**config.mk**
```make
export PLATFORM = sky130hd
export DESIGN_NAME = three_term_recurrence_checksum
export DESIGN_NICKNAME = d
export VERILOG_FILES = /design/src/rtl/core/ttrc_pkg.sv /design/src/rtl/core/three_term_recurrence_checksum.sv
export SDC_FILE = /design/constraint.sdc
export NUM_CORES = 1
export LEC_CHECK = 0
export BUFFER_PORTS_ARGS = -buffer_cell sky130_fd_sc_hd__buf_4
export CORE_MARGIN = 4
export CORE_UTILIZATION = 35
export DETAILED_ROUTE_END_ITERATION = 7
export PLACE_DENSITY = 0.59
export SLEW_MARGIN = 20
export SYNTH_ARGS = -nofsm -noshare
export SYNTH_HDL_FRONTEND = slang
export SYNTH_SLANG_ARGS = --single-unit
```
**constraint.sdc**
```tcl
create_clock -name clk -period 29.7 [get_ports clk]
set_input_delay 2.97 -clock clk [delete_from_list [all_inputs] [get_ports clk]]
set_output_delay 2.97 -clock clk [all_outputs]
set_load 0.05 [all_outputs]
```
**src/rtl/core/ttrc_pkg.sv**
```systemverilog
`default_nettype none

package ttrc_pkg;

  localparam logic [15:0] CK_MOD       = 16'hFFFF;
  localparam logic [7:0]  FIRST_OFFSET = 8'd7;
  localparam logic [7:0]  ALPHA_STEP   = 8'd17;
  localparam logic [7:0]  BETA_STEP    = 8'd31;
  localparam logic [15:0] OLDER_INIT   = 16'd1;

  // end-around fold of a 25-bit magnitude into 0..65534
  function automatic logic [15:0] fold_mod(input logic [24:0] v);
    logic [16:0] s;
    s = 17'(v[24:16]) + 17'(v[15:0]);
    if (s >= 17'(CK_MOD)) begin
      s = s - 17'(CK_MOD);
    end
    return s[15:0];
  endfunction

endpackage

`default_nettype wire

```
**src/rtl/core/three_term_recurrence_checksum.sv**
```systemverilog
`default_nettype none

// channel   | ports                                   | dir
// ----------+-----------------------------------------+-----
// input     | in_valid in_ready in_data_byte in_last_byte | in
// result    | out_valid out_ready out_checksum        | out
//
// one byte is taken per cycle while in_ready is high; the term update (two narrow multiplies,
// subtract, modulo-65535 fold) finishes within the accepting cycle
// a checksum appears on out_* in the cycle after the transfer of the last byte
// input stalls only while an untaken checksum sits in the output register
// reset returns the terms to their initial values (older 1, newer 0) and clears position, message flag and output valid

module three_term_recurrence_checksum
  import ttrc_pkg::*;
(
  input  wire logic        clk,
  input  wire logic        rst_n,
  input  wire logic        in_valid,
  output logic             in_ready,
  input  wire logic [7:0]  in_data_byte,
  input  wire logic        in_last_byte,
  output logic             out_valid,
  input  wire logic        out_ready,
  output logic [15:0]      out_checksum
);

  logic [15:0] older_r, older_nxt;
  logic [15:0] newer_r, newer_nxt;
  logic [7:0]  pos_r, pos_nxt;
  logic        in_msg_r, in_msg_nxt;
  logic        out_valid_r;
  logic [15:0] out_checksum_r;

  logic        in_fire;
  logic [7:0]  alpha;
  logic [7:0]  beta;
  logic [8:0]  factor;
  logic [24:0] pos_prod;
  logic [24:0] neg_prod;
  logic        pos_ge;
  logic [24:0] mag;
  logic [15:0] mag_fold;
  logic [15:0] term_next;
  logic [15:0] step_term;

  assign in_ready = !out_valid_r || out_ready;
  assign in_fire  = in_valid && in_ready;

  // multipliers for this position
  assign alpha  = 8'(16'(pos_r) * 16'(ALPHA_STEP));
  assign beta   = 8'(16'(pos_r) * 16'(BETA_STEP));
  assign factor = 9'(in_data_byte) + 9'(alpha);

  assign pos_prod = 25'(factor) * 25'(newer_r);
  assign neg_prod = 25'(24'(beta) * 24'(older_r));
  assign pos_ge   = pos_prod >= neg_prod;
  assign mag      = pos_ge ? (pos_prod - neg_prod) : (neg_prod - pos_prod);
  assign mag_fold = fold_mod(mag);

  // negative difference wraps as (x + 1) mod 65535
  always_comb begin
    if (pos_ge) begin
      term_next = mag_fold;
    end else if (mag_fold <= 16'd1) begin
      term_next = {15'd0, ~mag_fold[0]};
    end else begin
      term_next = 16'(17'h10000 - 17'(mag_fold));
    end
  end

  always_comb begin
    older_nxt  = older_r;
    newer_nxt  = newer_r;
    pos_nxt    = pos_r;
    in_msg_nxt = in_msg_r;
    step_term  = newer_r;
    if (in_fire) begin
      if (!in_msg_r) begin
        step_term = 16'(in_data_byte) + 16'(FIRST_OFFSET);
        older_nxt = OLDER_INIT;
        pos_nxt   = 8'd1;
      end else begin
        step_term = term_next;
        older_nxt = newer_r;
        pos_nxt   = pos_r + 8'd1;
      end
      newer_nxt  = step_term;
      in_msg_nxt = 1'b1;
      if (in_last_byte) begin
        older_nxt  = OLDER_INIT;
        newer_nxt  = 16'd0;
        pos_nxt    = 8'd0;
        in_msg_nxt = 1'b0;
      end
    end
  end

  always_ff @(posedge clk) begin
    if (!rst_n) begin
      older_r     <= OLDER_INIT;
      newer_r     <= 16'd0;
      pos_r       <= 8'd0;
      in_msg_r    <= 1'b0;
      out_valid_r <= 1'b0;
    end else begin
      older_r  <= older_nxt;
      newer_r  <= newer_nxt;
      pos_r    <= pos_nxt;
      in_msg_r <= in_msg_nxt;
      if (in_fire && in_last_byte) begin
        out_valid_r <= 1'b1;
      end else if (out_ready) begin
        out_valid_r <= 1'b0;
      end
    end
  end

  always_ff @(posedge clk) begin
    if (in_fire && in_last_byte) begin
      out_checksum_r <= step_term;
    end
  end

  assign out_valid    = out_valid_r;
  assign out_checksum = out_checksum_r;

  a_rise_after_last : assert property (@(posedge clk) disable iff (!rst_n)
    $rose(out_valid_r) |-> $past(in_fire && in_last_byte))
    else $error("checksum valid without last byte transfer");

  a_rearm : assert property (@(posedge clk) disable iff (!rst_n)
    in_fire && in_last_byte |=> !in_msg_r && pos_r == 8'd0)
    else $error("state not re-armed after last byte");

  a_idle_pos : assert property (@(posedge clk) disable iff (!rst_n)
    !in_msg_r |-> pos_r == 8'd0 && older_r == OLDER_INIT)
    else $error("idle state not at reset values");

  a_residue : assert property (@(posedge clk) disable iff (!rst_n)
    in_msg_r && pos_r != 8'd1 |-> newer_r != CK_MOD)
    else $error("term outside residue range");

endmodule

`default_nettype wire

```
Word-level counts from Yosys, hierarchy flattened
Cells that the tools add are included.
{"block": "totals", "reg_bits": 58, "inputBits": 13, "out_inout_bits": 18, "elab_cells": 41}
{"block": "classes", "addsub": 8, "multipliers": 4, "order_cmp": 3, "n_mux": 14, "n_bitwise": 1, "n_reduce_logical": 5}
{"op": "16-bit two-way mux", "count": 8}
{"op": "25-bit by 24-bit greater-or-equal comparator with 1-bit output", "count": 1}
{"op": "9-bit by 16-bit multiplier with 25-bit output", "count": 1}
{"op": "25-bit two-way mux", "count": 1}
{"op": "24-bit by 25-bit subtractor with 25-bit output", "count": 1}
{"op": "25-bit by 24-bit subtractor with 25-bit output", "count": 1}
{"op": "8-bit by 16-bit multiplier with 24-bit output", "count": 1}
{"op": "9-bit by 16-bit adder with 17-bit output", "count": 1}
{"op": "17-bit by 16-bit greater-or-equal comparator with 1-bit output, second input constant", "count": 1}
{"op": "16-bit by 1-bit less-or-equal comparator with 1-bit output, second input constant", "count": 1}
{"op": "8-bit by 5-bit multiplier with 8-bit output, second input constant", "count": 2}
{"op": "8-bit two-way mux", "count": 2}
{"op": "1-bit by 16-bit subtractor with 16-bit output, first input constant", "count": 1}
{"op": "16-bit subtractor, second input constant", "count": 1}
{"op": "8-bit by 3-bit adder with 9-bit output, second input constant", "count": 1}
{"op": "8-bit by 8-bit adder with 9-bit output", "count": 1}
{"op": "8-bit by 1-bit adder with 8-bit output, second input constant", "count": 1}
{"op": "1-bit two-way mux", "count": 3}
{"op": "1-bit logical AND", "count": 2}
{"op": "2-bit nonzero test", "count": 1}
{"op": "1-bit zero test", "count": 1}
{"op": "1-bit logical OR", "count": 1}
{"op": "1-bit inverter", "count": 1}

Logic depth before layout (Yosys ltp)
{"block": "depth", "depth_word": 13, "depth_mapped": 71, "depth_no_buf": 66}

Least setup slack after synthesis
Ideal clock, no wire load.
{"block": "synth_path", "path_type": "input port to flip-flop", "from": "input port in_data_byte[0]", "to": "register out_checksum_r[10] (netlist: out_checksum[10]) (data pin)", "arrival_ns": 15.877, "required_ns": 29.439, "setup_slack_ns": 13.562, "path_stages": 58, "path_buffers": 4, "path_cell_list": "ha_1 -> fa_1 -> a21o_1 -> a21oi_1 -> o21bai_1 -> a21oi_1 -> xnor2_1 -> clkbuf_1 -> nand2_1 -> fa_1 -> fa_1 -> fa_1 -> inv_1 -> fa_1 -> ha_1 -> a21oi_1 -> o21bai_1 -> a21oi_1 -> (+22 left out) -> a21oi_1 -> o22ai_1 -> o311ai_0 -> nor2b_1 -> nor3_1 -> o22ai_1 -> a21oi_1 -> nor4_4 -> o2111ai_1 -> o21a_2 -> a21oi_1 -> ha_1 -> or3b_2 -> mux2i_4 -> or4b_4 -> o31ai_4 -> xnor2_1 -> o31ai_1"}
{"block": "synth_between", "elab_chain_len": 12, "elab_cells_between_ends": 16, "classes_between": "6 x add/sub; 1 x mul; 3 x order compare; 6 x mux"}
{"item": "start: declaration", "line_no": "three_term_recurrence_checksum.sv:21", "source": "input wire logic [7:0] in_data_byte,"}
{"item": "8-bit by 8-bit adder with 9-bit output *", "line_no": "three_term_recurrence_checksum.sv:53", "source": "assign factor = 9'(in_data_byte) + 9'(alpha);"}
{"item": "9-bit by 16-bit multiplier with 25-bit output *", "line_no": "three_term_recurrence_checksum.sv:55", "source": "assign pos_prod = 25'(factor) * 25'(newer_r);"}
{"item": "24-bit by 25-bit subtractor with 25-bit output (tied with other cells)", "line_no": "three_term_recurrence_checksum.sv:58", "source": "assign mag = pos_ge ? (pos_prod - neg_prod) : (neg_prod - pos_prod);"}
{"item": "25-bit two-way mux", "line_no": "three_term_recurrence_checksum.sv:58"}
{"item": "9-bit by 16-bit adder with 17-bit output", "line_no": "ttrc_pkg.sv:14", "source": "s = 17'(v[24:16]) + 17'(v[15:0]);"}
{"item": "16-bit subtractor / 17-bit by 16-bit greater-or-equal comparator with 1-bit output (equally long branches)", "line_no": "ttrc_pkg.sv:16, ttrc_pkg.sv:15"}
{"item": "16-bit two-way mux", "line_no": "ttrc_pkg.sv:15", "source": "if (s >= 17'(CK_MOD)) begin"}
{"item": "1-bit by 16-bit subtractor with 16-bit output / 16-bit by 1-bit less-or-equal comparator with 1-bit output (equally long branches)", "line_no": "three_term_recurrence_checksum.sv:68, three_term_recurrence_checksum.sv:65"}
{"item": "16-bit two-way mux", "line_no": "three_term_recurrence_checksum.sv:65", "source": "end else if (mag_fold <= 16'd1) begin"}
{"item": "16-bit two-way mux *", "line_no": "three_term_recurrence_checksum.sv:63", "source": "if (pos_ge) begin"}
{"item": "16-bit two-way mux *", "line_no": "three_term_recurrence_checksum.sv:79", "source": "if (!in_msg_r) begin"}
{"item": "16-bit two-way mux *", "line_no": "three_term_recurrence_checksum.sv:78", "source": "if (in_fire) begin"}
{"item": "via step_term[10]", "line_no": "three_term_recurrence_checksum.sv:45", "source": "logic [15:0] step_term;"}
{"item": "end signal: assignment", "line_no": "three_term_recurrence_checksum.sv:121", "source": "out_checksum_r <= step_term;"}
{"item": "end: declaration", "line_no": "three_term_recurrence_checksum.sv:33", "source": "logic [15:0] out_checksum_r;"}
The timed path passes the listed nets; every way through them passes the cells marked *.
A chain may end at the register's enable or synchronous reset.

Worst setup path in the final report
Same ends and word-level chain as after synthesis.

==> impl_metrics.py <==
metrics = {
    "route": {
        "dr.pass1.iters": 6,
        "vias": 13800,
        "vias_per_cell": 5.40,
        "routed_wl_microns": 46500,
        "drtIter0Drc": 1023,
        "antenna_left": 0,
        "drcViolationCount": 0,
        "wl_per_cell_microns": 18.2,
    },
    "final_layout": {
        "final_cell_mix": "inv_1, nand2_1, fa_1, ha_1, and2_1",
        "regArea_sq_um": 1320,
        "insertedDiodeCount": 0,
        "multiInputGateArea_sq_um": 13400,
        "drive_gt1_share_pct": 5.40,
        "layout_commonest_cell": "inv_1",
        "fillers": 4741,
        "layout.nets": 2340,
        "area_growth_pct": 6.79,
    },
    "worst_setup_path": {
        "critPathArrivalTime_ns": 18.06,
        "worstPathRequired_ns": 29.78,
        "path_class": "in -> reg",
        "cpMaxStageDelayCell": "xor2_1",
        "endpoint_kind": "flip-flop",
        "crit_top_cell": "a21oi_1",
        "cp_max_fo": 42,
        "cpPeakStageDelay_ns": 0.73,
        "critPathLaunchType": "primary input",
        "crit_family": "compound AO/OA/AOI/OAI gates",
        "path_buf_inv": 3,
    },
    "clocking": {
        "cts_hold_buf": 0,
        "cts.sink_count": 58,
        "clockBufferDepth": 2,
        "post_cts_resized": 0,
        "htreeDepth": 3,
        "path_clk_slew_ns": 0.05,
        "cts_tree": "done",
        "cts_root_buf": "clkbuf_16",
        "clk_latency_ns": 0.34,
        "cts_buffers": 9,
        "cts_setup_buffers": 0,
    },
    "place": {
        "gp_congestion": 0.929,
        "io_buffer_count": 30,
        "dpl.hpwl_microns": 38100,
    },
    "synthesis": {
        "synth-edff-count": 16,
        "synth_cell_type_count": 93,
        "async_flop_share_pct": 0,
        "synth.cell_area_sq_um": 16100,
        "synth_ff_type": "dfxtp_1",
        "yosys-top-cells-area": "fa_1, ha_1, inv_1",
        "synth_top_area_cell": "fa_1",
        "synth_warnings": 0,
        "synth-seq-cells": 58,
        "synth.yosys.seq_area_share_pct": 8.19,
        "synth_cells": 1982,
        "avgSynthCellArea_sq_um": 8.14,
        "syn_nets": 2365,
        "synth_top_area_share_pct": 24.4,
    },
    "floorplanning": {
        "die_h_microns": 223,
        "initial_core_util_pct": 35.5,
        "fp.dieW_microns": 223,
        "core_area_sq_um": 45500,
        "ios": 31,
        "rows": 78,
        "die-area_sq_um": 49600,
    },
    "grt": {
        "antenna_found_initial": 0,
        "grt_pass1_vias": 13700,
        "grt_max_degree": 44,
        "grt-ovfl-total": 0,
        "grtUsageTotal_pct": 18.4,
        "grt_pass1_wl_microns": 74900,
    },
    "timing": {
        "setup_tns_ns": 0,
        "rsz0062_at_grt": "no",
        "final-hold-violation-count": 0,
        "fmaxAchievable_mhz": 55.6,
        "min_period_ns": 17.98,
        "slew_headroom_pct": 33.5,
        "finClkSkew_ns": 0.00719,
        "final_max_slew_viol_count": 0,
        "setup_viol": 0,
        "tightest_slew_ns": 0.997,
        "post-route-period-util_pct": 60.6,
    },
    "hold_path": {
        "worst_hold_path_type": "reg -> reg",
    },
    "run_status": {
        "status": "complete, no violations",
    },
    "job": {
        "drv_cap": 0,
    },
}
[synthesized netlist by cell type (all sizes together) (14+ instances only)]
cell	number
o31ai	14
nor2b	43
o21bai	32
o21ai	70
nand2	207
a22oi	19
nand2b	17
a21o	29
nor2	66
clkbuf	71
nand4	25
edfxtp	16
nand3	27
inv	302
and2	151
fa	197
a21oi	127
xor2	40
a31oi	16
nor3	33
ha	173
a22o	14
dfxtp	42
xnor2	79
[layout make-up]
type                    count  area share [%]
clock inverters             5           0.450
clock buffers              11            1.41
flip-flops and latches     58            7.67
inverters                 303            6.60
repair buffers             45            1.96
well taps                 600            4.36
multi-input cells        1540            77.6
[registers in the layout, summed over array words and instances, names as in the netlist]
name and count:
older_r 16, out_valid 1, in_msg_r 1, out_checksum 16
pos_r 8, newer_r 16
[path summary, 6_finish.rpt]
check	start	end	slack (ns)	cells past startpoint
setup / recovery	in_data_byte[0]	out_checksum[10]$_DFFE_PP_	11.72	59
hold / removal	out_valid$_SDFFE_PN0P_	out_valid$_SDFFE_PN0P_	0.63	2
setup reg to reg	pos_r[0]$_SDFFE_PN0P_	out_checksum[10]$_DFFE_PP_	12.30	63
hold reg to reg	out_valid$_SDFFE_PN0P_	out_valid$_SDFFE_PN0P_	0.63	2
[metal layers]
metal | share of wire, % | vias up | wire, microns | GRT usage (%)
li1 | - | 6501 | - | -
met1 | 46 | 6915 | 21400 | 26.1
met2 | 48 | 371 | 22400 | 31.2
met3 | 4.4 | 50 | 2030 | 1.59
met4 | 1.5 | 0 | 714 | 3.30
met5 | 0 | - | 0 | 0
[worst reg2reg max path, delay by kind of cell, from the launching register on]
kind	cells	cell delay [ns]
AO/OA/AOI/OAI	28	6.08
flip-flops	1	0.29
multiplexers	1	0.21
buffers and inverters	8	0.93
AND/OR/NAND/NOR	9	2.75
adder cells (fa/ha/maj)	12	5.53
XOR/XNOR	5	1.32
[cells by family after synthesis]
logic type	after synthesis	synth area share, %
AND/OR/NAND/NOR	624	20.2
AO/OA/AOI/OAI	413	17.2
XOR/XNOR	119	6.50
buffers and inverters	384	9.05
adder cells (fa/ha/maj)	370	37.8
multiplexers	14	0.992
flip-flops	58	8.19
[through the flow]
| step | area (sq um) | setup WS [ns] | hold WS [ns] | cells | utilization, % |
|---|---|---|---|---|---|
| 2_1_floorplan | 16100 | 13.56 | 0.457 | 1982 | - |
| 5_1_grt | 17200 | 10.58 | 0.674 | 2562 | 37.9 |
| 3_3_place_gp | 16900 | 11.82 | 0.572 | 2546 | 37.2 |
| 4_1_cts | 17200 | 11.89 | 0.630 | 2562 | 37.9 |
| 3_5_place_dp | 16900 | 11.56 | 0.617 | 2546 | 37.2 |
| 6_report | 17200 | 11.72 | 0.628 | 2562 | 37.9 |
Power is left out: the tool's default activity adds up to more than one toggle a clock period on the data nets, which glitch-free logic cannot reach.
